--- config.mk ---
export PLATFORM = sky130hd
export DESIGN_NAME = single_float_add_sub
export DESIGN_NICKNAME = d
export VERILOG_FILES = /design/src/hdl/sfadd_pkg.sv /design/src/hdl/single_float_add_sub.sv
export SDC_FILE = /design/constraint.sdc
export NUM_CORES = 1
export LEC_CHECK = 0
export BUFFER_PORTS_ARGS = -buffer_cell sky130_fd_sc_hd__buf_2
export CAP_MARGIN = 30
export CORE_MARGIN = 2
export CORE_UTILIZATION = 60
export CTS_CLUSTER_SIZE = 28
export DETAILED_ROUTE_END_ITERATION = 10
export PLACE_DENSITY = 0.8
export SYNTH_ARGS = -nofsm -noshare
export SYNTH_HDL_FRONTEND = slang
export SYNTH_SLANG_ARGS = --single-unit
--- constraint.sdc ---
create_clock -name clk_i -period 8 [get_ports clk_i]
set_clock_uncertainty 0.1 [all_clocks]
set_input_delay 0.8 -clock clk_i [delete_from_list [all_inputs] [get_ports clk_i]]
set_output_delay 0.8 -clock clk_i [all_outputs]
set_load 0.1 [all_outputs]
--- src/hdl/sfadd_pkg.sv ---
// Package for the single-precision add/subtract pipeline.
// Holds field widths and the pipeline stage record types; no dependencies.
package sfadd_pkg;

  localparam int unsigned ExpW  = 8;
  localparam int unsigned FracW = 23;
  localparam int unsigned WorkW = 28;  // carry, hidden, 23 frac, guard, round, sticky (27 + carry)

  localparam logic [7:0] ExpMax = 8'hFF;

  // Stage 1 -> 2: ordered operands
  typedef struct packed {
    logic        done;     // result already final
    logic [31:0] early;    // final result when done
    logic        sign;
    logic        eff_sub;
    logic [7:0]  el;
    logic [4:0]  shift;
    logic [22:0] fl;
    logic [22:0] fs;
  } s1_t;

  // Stage 2 -> 3: aligned significands
  typedef struct packed {
    logic        done;
    logic [31:0] early;
    logic        sign;
    logic        eff_sub;
    logic [7:0]  el;
    logic [26:0] lw;
    logic [26:0] sw;
  } s2_t;

  // Stage 3 -> 4: raw sum or difference
  typedef struct packed {
    logic        done;
    logic [31:0] early;
    logic        sign;
    logic [7:0]  el;
    logic [27:0] w;
  } s3_t;

  // Stage 4 -> 5: normalized working value
  typedef struct packed {
    logic        done;
    logic [31:0] early;
    logic        sign;
    logic [9:0]  exp;      // signed-ish, biased by working range
    logic [27:0] w;
  } s4_t;

endpackage

--- src/hdl/single_float_add_sub.sv ---
// Single-precision add/subtract, round to nearest even, five-stage pipeline.
// Depends on sfadd_pkg.
// valid_o is registered in step with result_o; both leave the last stage together.
// Throughput: one transaction per cycle; busy stays low, the pipeline never stalls.
// Stages: order/compare, align, add, normalize, round and pack.
// Reset (rst_ni low, asynchronous) clears the valid bits; data registers keep no reset.
// The receiver cannot stall: every strobe on valid_o is taken.
module single_float_add_sub
  import sfadd_pkg::*;
(
  input  logic        clk_i,
  input  logic        rst_ni,
  input  logic        start,
  output logic        busy,
  input  logic        kind_i,
  input  logic [31:0] operand_a_i,
  input  logic [31:0] operand_b_i,
  output logic        valid_o,
  output logic [31:0] result_o
);

  // The result side never pushes back, so no stage ever holds.
  assign busy = 1'b0;

  logic [4:0] vld_q;
  s1_t s1_d, s1_q;
  s2_t s2_d, s2_q;
  s3_t s3_d, s3_q;
  s4_t s4_d, s4_q;
  logic [31:0] res_d, res_q;

  // ---------------- Stage 1: flip sign, order by magnitude, screen specials
  always_comb begin
    logic [31:0] b, l, s;
    logic [7:0]  el, es, diff;
    b = operand_b_i ^ {kind_i, 31'd0};
    if (operand_a_i[30:0] >= b[30:0]) begin
      l = operand_a_i;
      s = b;
    end else begin
      l = b;
      s = operand_a_i;
    end
    el = l[30:23];
    es = s[30:23];
    diff = el - es;  // el >= es since magnitudes are ordered
    s1_d.sign    = l[31];
    s1_d.eff_sub = l[31] ^ s[31];
    s1_d.el      = el;
    s1_d.shift   = diff[4:0];
    s1_d.fl      = l[22:0];
    s1_d.fs      = s[22:0];
    s1_d.done    = 1'b1;
    if (diff >= 8'd25 || es == 8'd0) begin
      s1_d.early = l;
    end else if (el == ExpMax) begin
      s1_d.early = {l[31], ExpMax, 23'd0};
    end else begin
      s1_d.done  = 1'b0;
      s1_d.early = l;
    end
  end

  // ---------------- Stage 2: align smaller significand with guard/round/sticky
  always_comb begin
    logic [49:0] ext;
    logic [22:0] lost;
    logic        sticky;
    // ms placed so that shift 0 lands it at bits [26:3] of the upper window
    ext = {1'b1, s1_q.fs, 26'd0} >> s1_q.shift;
    // window: ms << 3 >> shift; the bits below guard/round form sticky
    lost   = ext[22:0];
    sticky = (lost != 23'd0);
    s2_d.done    = s1_q.done;
    s2_d.early   = s1_q.early;
    s2_d.sign    = s1_q.sign;
    s2_d.eff_sub = s1_q.eff_sub;
    s2_d.el      = s1_q.el;
    s2_d.lw      = {1'b1, s1_q.fl, 3'd0};
    s2_d.sw      = {ext[49:24], ext[23] | sticky};
  end

  // ---------------- Stage 3: add or subtract
  always_comb begin
    s3_d.done  = s2_q.done;
    s3_d.early = s2_q.early;
    s3_d.sign  = s2_q.sign;
    s3_d.el    = s2_q.el;
    if (s2_q.eff_sub) begin
      s3_d.w = {1'b0, s2_q.lw} - {1'b0, s2_q.sw};
    end else begin
      s3_d.w = {1'b0, s2_q.lw} + {1'b0, s2_q.sw};
    end
    if (s2_q.eff_sub && s2_q.lw == s2_q.sw && !s2_q.done) begin
      s3_d.done  = 1'b1;
      s3_d.early = {s2_q.sign, 31'd0};
    end
  end

  // ---------------- Stage 4: count leading zeros and shift left
  always_comb begin
    logic [4:0] lz;
    logic       found;
    lz = 5'd0;
    found = 1'b0;
    for (int i = 26; i >= 0; i--) begin
      if (!found && s3_q.w[i]) begin
        found = 1'b1;
        lz = 5'(26 - i);
      end
    end
    s4_d.done  = s3_q.done;
    s4_d.early = s3_q.early;
    s4_d.sign  = s3_q.sign;
    if (s3_q.w[27]) begin
      s4_d.w   = s3_q.w;
      s4_d.exp = {2'd0, s3_q.el};
    end else begin
      s4_d.w   = s3_q.w << lz;
      s4_d.exp = {2'd0, s3_q.el} - {5'd0, lz};
    end
    // underflow while shifting: flush
    if (!s3_q.done && !s3_q.w[27] &&
        ({2'd0, s3_q.el} <= {5'd0, lz})) begin
      s4_d.done  = 1'b1;
      s4_d.early = {s3_q.sign, 31'd0};
    end
  end

  // ---------------- Stage 5: round to nearest even and pack
  always_comb begin
    logic [26:0] w;
    logic [9:0]  e;
    logic [24:0] q;
    e = s4_q.exp;
    w = s4_q.w[26:0];
    if (s4_q.w[27]) begin
      e = e + 10'd1;
      w = {s4_q.w[27:2], s4_q.w[1] | s4_q.w[0]};
    end
    q = {1'b0, w[26:3]};
    if (w[2] && (w[1:0] != 2'd0 || q[0])) begin
      q = q + 25'd1;
    end
    if (q[24]) begin
      e = e + 10'd1;
      q = q >> 1;
    end
    if (s4_q.done) begin
      res_d = s4_q.early;
    end else if (e >= 10'd255) begin
      res_d = {s4_q.sign, ExpMax, 23'd0};
    end else begin
      res_d = {s4_q.sign, e[7:0], q[22:0]};
    end
  end

  // Advance every stage each cycle; valid bits travel alongside.
  always_ff @(posedge clk_i or negedge rst_ni) begin
    if (!rst_ni) begin
      vld_q <= '0;
    end else begin
      vld_q <= {vld_q[3:0], start};
    end
  end

  always_ff @(posedge clk_i) begin
    s1_q  <= s1_d;
    s2_q  <= s2_d;
    s3_q  <= s3_d;
    s4_q  <= s4_d;
    res_q <= res_d;
  end

  assign valid_o  = vld_q[4];
  assign result_o = res_q;

endmodule

# Word level (Yosys, flattened, before mapping)
# Cells that the tools add are included.
# word_totals
register_bits	365
output_inout_bits	34
word_cells	183
# op_classes
shift	2
muxes	68
n_lt_le_gt_ge	4
eq_ne	2
bitwise	4
reduce_logical	65
addsub	7
# op_table
cell	count
32-bit two-way mux	5
5-bit two-way mux	25
31-bit two-way mux	3
50-bit by 5-bit >> shifter with 50-bit output	1
36-bit two-way mux	1
32-bit XOR	1
31-bit >= comparator	1
1-bit logical AND	31
1-bit logical NOT	29
27-bit by 27-bit adder with 28-bit output	1
1-bit two-way mux	28
28-bit two-way mux	1
28-bit by 5-bit left shift with 28-bit output	1
27-bit by 27-bit subtractor with 28-bit output	1
27-bit == test	1
27-bit two-way mux	1
24-bit by 1-bit adder with 25-bit output, second input constant	1
25-bit two-way mux	1
23-bit two-way mux	1
23-bit nonzero test	1
10-bit by 1-bit adder with 10-bit output, second input constant	2
10-bit two-way mux	2
10-bit by 8-bit >= comparator with 1-bit output, second input constant	1
8-bit by 5-bit subtractor with 9-bit output	1
other kinds (9)	11

# Logic depth before layout (Yosys ltp)
# Gate-level depths: netlist of the first run.
# depth
depth_word	82
mapped_depth	22

# Worst setup path after synthesis of the first run
# Ideal clock, no wire load.
# synth_timing
path_kind	register to register
start	register s4_q[27] in the netlist's numbering
end	register res_q[11] (netlist: result_o[11])
setup_ns	0.117
path_stages_with_launch	19
period_less_slack_ns	4.848
arrival_time_ns	4.631
slack_ns	3.152
path_buffers	6
cell_sequence	dfxtp_1 > buf_4 > clkbuf_1 > clkbuf_1 > buf_1 > clkinv_1 > o21ai_0 > ha_1 > o221ai_2 > or4_1 > clkbuf_1 > or4_4 > nor4_2 > xnor2_1 > nand2b_1 > a21oi_1 > a41oi_2 > buf_4 > a32o_1
# synth_between
elab_chain_cells	9
word_cells_on_any_way	13
# synth_rtl
item	line_no	text
from (decl)	single_float_add_sub.sv:29	s4_t s4_d, s4_q;
from (signal assigned)	single_float_add_sub.sv:171	s4_q <= s4_d;
parallel branches: the longest is 7 deep, another holds 24-bit by 1-bit adder with 25-bit output	n/a	
31-bit two-way mux *	single_float_add_sub.sv:151	end else if (e >= 10'd255) begin
32-bit two-way mux *	single_float_add_sub.sv:149	if (s4_q.done) begin
named net res_d[11]	single_float_add_sub.sv:30	logic [31:0] res_d, res_q;
to (signal assigned)	single_float_add_sub.sv:172	res_q <= res_d;
to (decl)	single_float_add_sub.sv:30	
# Mark *: on every way through the listed nets, which the timed path passes.
# A chain may end at the register's enable or synchronous reset.

# Worst setup path after layout of the first run
# layout_timing
start	register s4_q[27] in the netlist's numbering
end	register res_q[1] (netlist: result_o[1])
# Same word-level chain as after synthesis.

==> reports/metrics.csv, run 1 <==
metric,value,unit
cap_violations,0,
drc,0,
die-area,0.0309,mm^2
yosys.area.top_type,dfxtp_1,
grt_max_degree,55,
grt_overflow,0,
tns,0,ns
core_area,0.0289,mm^2
rows,62,
finalNonFillerCells,2512,
cts_buffer_depth,3,
die_h,176,um
tightest_slew,1.09,ns
vias,14968,
yosysMostFrequentCell,dfxtp_1,
hpwl,35400,um
gp_congestion,0.970,
critPathArrivalTime,5.26,ns
netlist.area_leader.share,40.3,%
cts_setup_buffers,0,
port_buffers,100,
via_per_inst,5.96,
yosys_register_bits,362,
synth_area,0.0177,mm^2
leakage,8.43,nW
async_flop_share,1.38,%
cts_root_buffer,clkbuf_16,
layout-drive-gt1-share,11.8,%
yosysWarnings,0,
track_usage,30.1,%
cp.required,8.31,ns
cts_made_buffers,37,
utilization,68.5,%
synth_ff_type,dfxtp_1,
worst_ir_drop_vdd,0.220,mV
first_global_vias,14192,
clk_pin_slew_worst_paths,0.06,ns
hold_viol,0,
min_period_over_period,61.9,%
cts_tree,yes,
period_needed,4.95,ns
syn-num-nets,2213,
finalSetupViolCount,0,
wire_per_inst,18.9,um
numPlacedInstances,2444,
drt-initial-drc-count,1224,
antennaDiodeCount,0,
post_cts_resized,0,
synth-edff-count,0,
wirelength,47400,um
status,"complete, no violations",
start_util,61.4,%
clkLatencyLatePin,0.52,ns
final_nets,2257,
fillerInstances,2277,
slew_headroom,26.5,%
die_w,176,um
critPathKind,reg -> reg,
fmax,202,MHz
ctsHoldBuffers,1,
pre_cts_ws,2.82,ns
p_total,0.00789,W
hold_path.class,reg -> reg,
cp-start-kind,flip-flop,
h-tree-depth,2,
critPathCaptureType,flip-flop,
ys_types,92,
setup_ws,3.05,ns
firstDrtPassIters,6,
synth_common_cells,"dfxtp_1, nand2_1, nor2_1",
syn_inst,2056,
grt_pass1_wl,74400,um
ys_seq_area_share,41.0,%
powerDensity,399,mW/mm^2
drv_slew,0,
ios,102,
syn_area_per_cell,8.62,um^2
drtAntennaViolNets,0,
crit_path_max_fanout,54,
antenna_found_initial,0,
synth.area.top_cells,"dfxtp_1, ha_1, a21oi_1",
cts_sinks,362,
synthToLayoutAreaGrowth,11.6,%
rsz0062_at_grt,no,
## worst max-delay path: stages, from the launching register on
cell	delay (ns)
dfxtp_2	0.31
buf_4	0.47
clkinv_1	0.41
o21ai_0	0.26
ha_1	0.23
o221ai_2	0.16
or4_1	0.63
or4_4	0.63
nor4_2	0.27
xnor2_1	0.20
nand2b_1	0.08
a21oi_1	0.19
a41oi_2	0.49
a32o_1	0.41
## layer usage
metal / wire [um] / global-route usage, % / part of all wire, %
met1: 20500 / 39.4 / 43
met2: 21900 / 49.6 / 46
met3: 3060 / 4.39 / 6.5
met4: 1960 / 13.1 / 4.1
met5: 0 / 0 / 0
## final timing paths
kind | start | slack [ns] | to | cells after the start
setup / recovery | s4_q[27]$_SDFF_PP1_ | 3.05 | result_o[1]$_DFF_P_ | 13
hold / removal | s1_q[43]$_DFF_P_ | 0.22 | s2_q[50]$_DFF_P_ | 0
setup reg to reg | s4_q[27]$_SDFF_PP1_ | 3.05 | result_o[1]$_DFF_P_ | 13
hold reg to reg | s1_q[43]$_DFF_P_ | 0.22 | s2_q[50]$_DFF_P_ | 0
max in group asynchronous | rst_ni | 7.15 | vld_q[3]$_DFF_PN0_ | 2
min in group asynchronous | rst_ni | 0.52 | vld_q[0]$_DFF_PN0_ | 2
## layout make-up
class | instances | area [um^2] | area share (%)
clock buffers | 47 | 1020 | 5.17
multi-input cells | 1441 | 9500 | 48.0
repair buffers | 119 | 661 | 3.34
clock inverters | 20 | 317 | 1.60
inverters | 139 | 522 | 2.64
well taps | 384 | 480 | 2.43
flip-flops and latches | 362 | 7270 | 36.8
## cells by family (layout without fill, tap and decap cells)
family          Yosys count  in the layout  share of synthesized area (%)
simple gates            666            666                           18.4
compound gates          495            495                           17.9
flops                   362            362                           41.0
buf+inv                 253            325                           5.47
mux                     108            108                           6.81
fa+ha+maj                89             89                           6.37
xor+xnor                 82             82                           4.05
other cells               1              1                         0.0212
## stage by stage
stage	hold WS [ns]	cell area, um^2
after floorplan	0.210	17700
after global placement	0.210	18400
after detailed placement	0.212	18400
after CTS	0.222	19800
after global routing	0.230	19800
final	0.220	19800
## state kept, by name, summed over array words and instances, names as in the netlist
register  count
result_o     32
s2_q         92
s3_q         69
s4_q         71
vld_q         5
s1_q         93
## power breakdown
part | total (W) | switching (W) | internal, W
sequential | 0.00275 | 0.000480 | 0.00227
combinational | 0.00328 | 0.00210 | 0.00117
clock | 0.00186 | 0.000715 | 0.00115
total | 0.00789 | 0.00330 | 0.00459
## placed cells by master, fill, tap and decap left out, types with 9 or more instances in the layout
cell         n
a211oi_1    20
a21o_1      19
a21oi_1    157
a22oi_1     13
a32o_1      12
and2_1      40
and3_1      13
buf_2      100
buf_4       15
clkbuf_16   37
dfxtp_1    356
ha_1        87
inv_1      134
mux2_2      35
mux2i_1     65
nand2_1    183
nand2b_1    26
nand3_1     40
nand4_1     20
nor2_1     176
nor2b_1     58
nor3_1      49
nor4_1      17
o211ai_1    16
o21ai_0    112
o21ai_1     14
o21bai_1     9
o22ai_1     12
o31ai_1      9
xnor2_1     55
xor2_1      27
(Power assumes the default switching activity.)
==> run 2, diff against run 1 <==
==> constraint.sdc (replaced) <==
create_clock -name clk_i -period 5 [get_ports clk_i]
set_clock_uncertainty 0.1 [all_clocks]
set_input_delay 0.5 -clock clk_i [delete_from_list [all_inputs] [get_ports clk_i]]
set_output_delay 0.5 -clock clk_i [all_outputs]
set_load 0.1 [all_outputs]
==> run 2 against run 1 <==
Critical path depth is 1 lower. Sequential share of layout area about the same. Setup slack got worse by 2.5 ns. Via count is 0.83% higher. Die area unchanged. Hold slack got worse by 0.094 ns. Sequential power increased by 60%. Maximum frequency increased by 10%. Largest cell class unchanged.
==> reports/metrics.csv, run 2 (synthesis results as in run 1) <==
metric,value,unit,change
vias,15092,,was 14968
finalSetupViolCount,0,,unchanged
wire_per_inst,19.1,um,was 18.9 um
min_period_over_period,89.9,%,was 61.9%
h-tree-depth,2,,unchanged
firstDrtPassIters,8,,was 6
top_register,s1_q,,unchanged
cp-start-kind,flip-flop,,unchanged
p_total,0.0126,W,was 0.00789 W
ios,102,,unchanged
clkLatencyLatePin,0.52,ns,about the same
gp_congestion,0.982,,was 0.970
period_needed,4.50,ns,was 4.95 ns
rsz0062_at_grt,no,,unchanged
fillerInstances,2243,,was 2277
slew_headroom,35.0,%,was 26.5%
die-area,0.0309,mm^2,unchanged
cts_made_buffers,36,,was 37
rows,62,,unchanged
fmax,222,MHz,was 202 MHz
drv_slew,0,,unchanged
status,"complete, no violations",,unchanged
cap_violations,0,,unchanged
antenna_found_initial,0,,unchanged
drtAntennaViolNets,0,,unchanged
cts_buffer_depth,3,,unchanged
finalNonFillerCells,2514,,was 2512
first_global_vias,14735,,was 14192
final_cell_mix,"dfxtp_1, nand2_1, nor2_1, a21oi_1, inv_1",,unchanged
via_per_inst,6.00,,was 5.96
cts_tree,yes,,unchanged
worst_ir_drop_vdd,0.273,mV,was 0.220 mV
numPlacedInstances,2451,,was 2444
tightest_slew,0.976,ns,was 1.09 ns
core_area,0.0289,mm^2,unchanged
cp.required,5.30,ns,was 8.31 ns
die_w,176,um,unchanged
grt_max_degree,51,,was 55
powerDensity,635,mW/mm^2,was 399 mW/mm^2
final_nets,2264,,was 2257
die_h,176,um,unchanged
drc,0,,unchanged
largest_reg_flops,93,,unchanged
hold_path.class,in -> reg,,was reg -> reg
hold_viol,0,,unchanged
layout-drive-gt1-share,11.8,%,about the same
cts_root_buffer,clkbuf_16,,unchanged
crit_path_max_fanout,15,,was 54
cts_sinks,362,,unchanged
antennaDiodeCount,0,,unchanged
critPathCaptureType,flip-flop,,unchanged
port_buffers,100,,unchanged
cts_setup_buffers,0,,unchanged
drt-initial-drc-count,1196,,was 1224
critPathKind,reg -> reg,,unchanged
hpwl,35500,um,was 35400 um
grt_pass1_wl,76100,um,was 74400 um
critPathArrivalTime,4.79,ns,was 5.26 ns
clk_pin_slew_worst_paths,0.06,ns,about the same
reg.largest.list,"s1_q: 93 flops, s2_q: 92 flops, s4_q: 71 flops",,unchanged
grt_overflow,0,,unchanged
tns,0,ns,unchanged
synthToLayoutAreaGrowth,11.6,%,about the same
wirelength,47900,um,was 47400 um
track_usage,30.8,%,was 30.1%
start_util,61.4,%,unchanged
final_common_cell,dfxtp_1,,unchanged
leakage,8.44,nW,was 8.43 nW
## run 2: changes by cell type in the layout (fill, tap and decap cells not counted), sizes merged
cell,delta
dlygate4sd3,+1
clkbuf,-1
buf,+7
clkinv,+1
clkinvlp,-1
inv,-5
## run 2: stage by stage
step | hold WS, ns | cell area (um^2) | worst slack (ns) | util (%)
after floorplan | 0.104 | 17700 | 0.152 | -
after global placement | 0.210 | 18500 | 0.367 | 63.9
after detailed placement | 0.212 | 18500 | 0.214 | 64.0
after CTS | 0.109 | 19800 | 0.552 | 68.5
after global routing | 0.127 | 19800 | 0.175 | 68.5
final | 0.126 | 19800 | 0.504 | 68.5
## run 2: final timing paths
check	startpoint	end	slack [ns]	cells past startpoint
min	operand_a_i[12]	s1_q[12]$_DFF_P_	0.13	3
max in group asynchronous	rst_ni	vld_q[3]$_DFF_PN0_	4.45	2
max	s4_q[27]$_SDFF_PP1_	result_o[15]$_DFF_P_	0.50	12
max reg2reg	s4_q[27]$_SDFF_PP1_	result_o[15]$_DFF_P_	0.50	12
min reg2reg	s1_q[51]$_DFF_P_	s2_q[54]$_DFF_P_	0.22	0
min in group asynchronous	rst_ni	vld_q[4]$_DFF_PN0_	0.23	2
## run 2: final cells by class
cell class	instances	area, um^2	area share, %
Multi-Input combinational cell	1441	9500	48.1
Sequential cell	362	7270	36.8
Clock buffer	46	990	5.01
Timing Repair Buffer	127	716	3.62
Inverter	139	522	2.64
Tap cell	384	480	2.43
Clock inverter	15	285	1.44
## run 2: what timing repair did
| action | 4_1_cts | 5_1_grt |
|---|---|---|
| hold endpoints to repair | 6 | 0 |
| hold buffers | 2 | 0 |
| resized for setup | 0 | 0 |
## run 2: routing by layer
metal | global-route usage [%] | up-vias | routed length (um)
met1 | 39.4 | 6987 | 19800
met4 | 14.9 | 0 | 2330
met2 | 51.2 | 674 | 22400
met5 | 0.481 | - | 0
li1 | - | 7262 | -
met3 | 4.46 | 169 | 3480
## run 2: worst max-delay path: stages (launching register included)
cell and delay [ns]:
dfxtp_2 0.46, clkinv_1 0.28, o21ai_0 0.24, ha_1 0.20, o221ai_2 0.13, or4_1 0.64, or4_4 0.63, nor4_2 0.26
xnor2_1 0.18, nand2b_1 0.08, a21oi_1 0.18, a41oi_2 0.54, a32o_1 0.45
## run 2: power by group
| part | leakage, nW | total (W) | switching, W | internal [W] |
|---|---|---|---|---|
| Combinational | 4.75 | 0.00526 | 0.00337 | 0.00189 |
| Clock | 0.620 | 0.00290 | 0.00112 | 0.00178 |
| Sequential | 3.06 | 0.00440 | 0.000776 | 0.00363 |
| Total | 8.44 | 0.0126 | 0.00526 | 0.00729 |
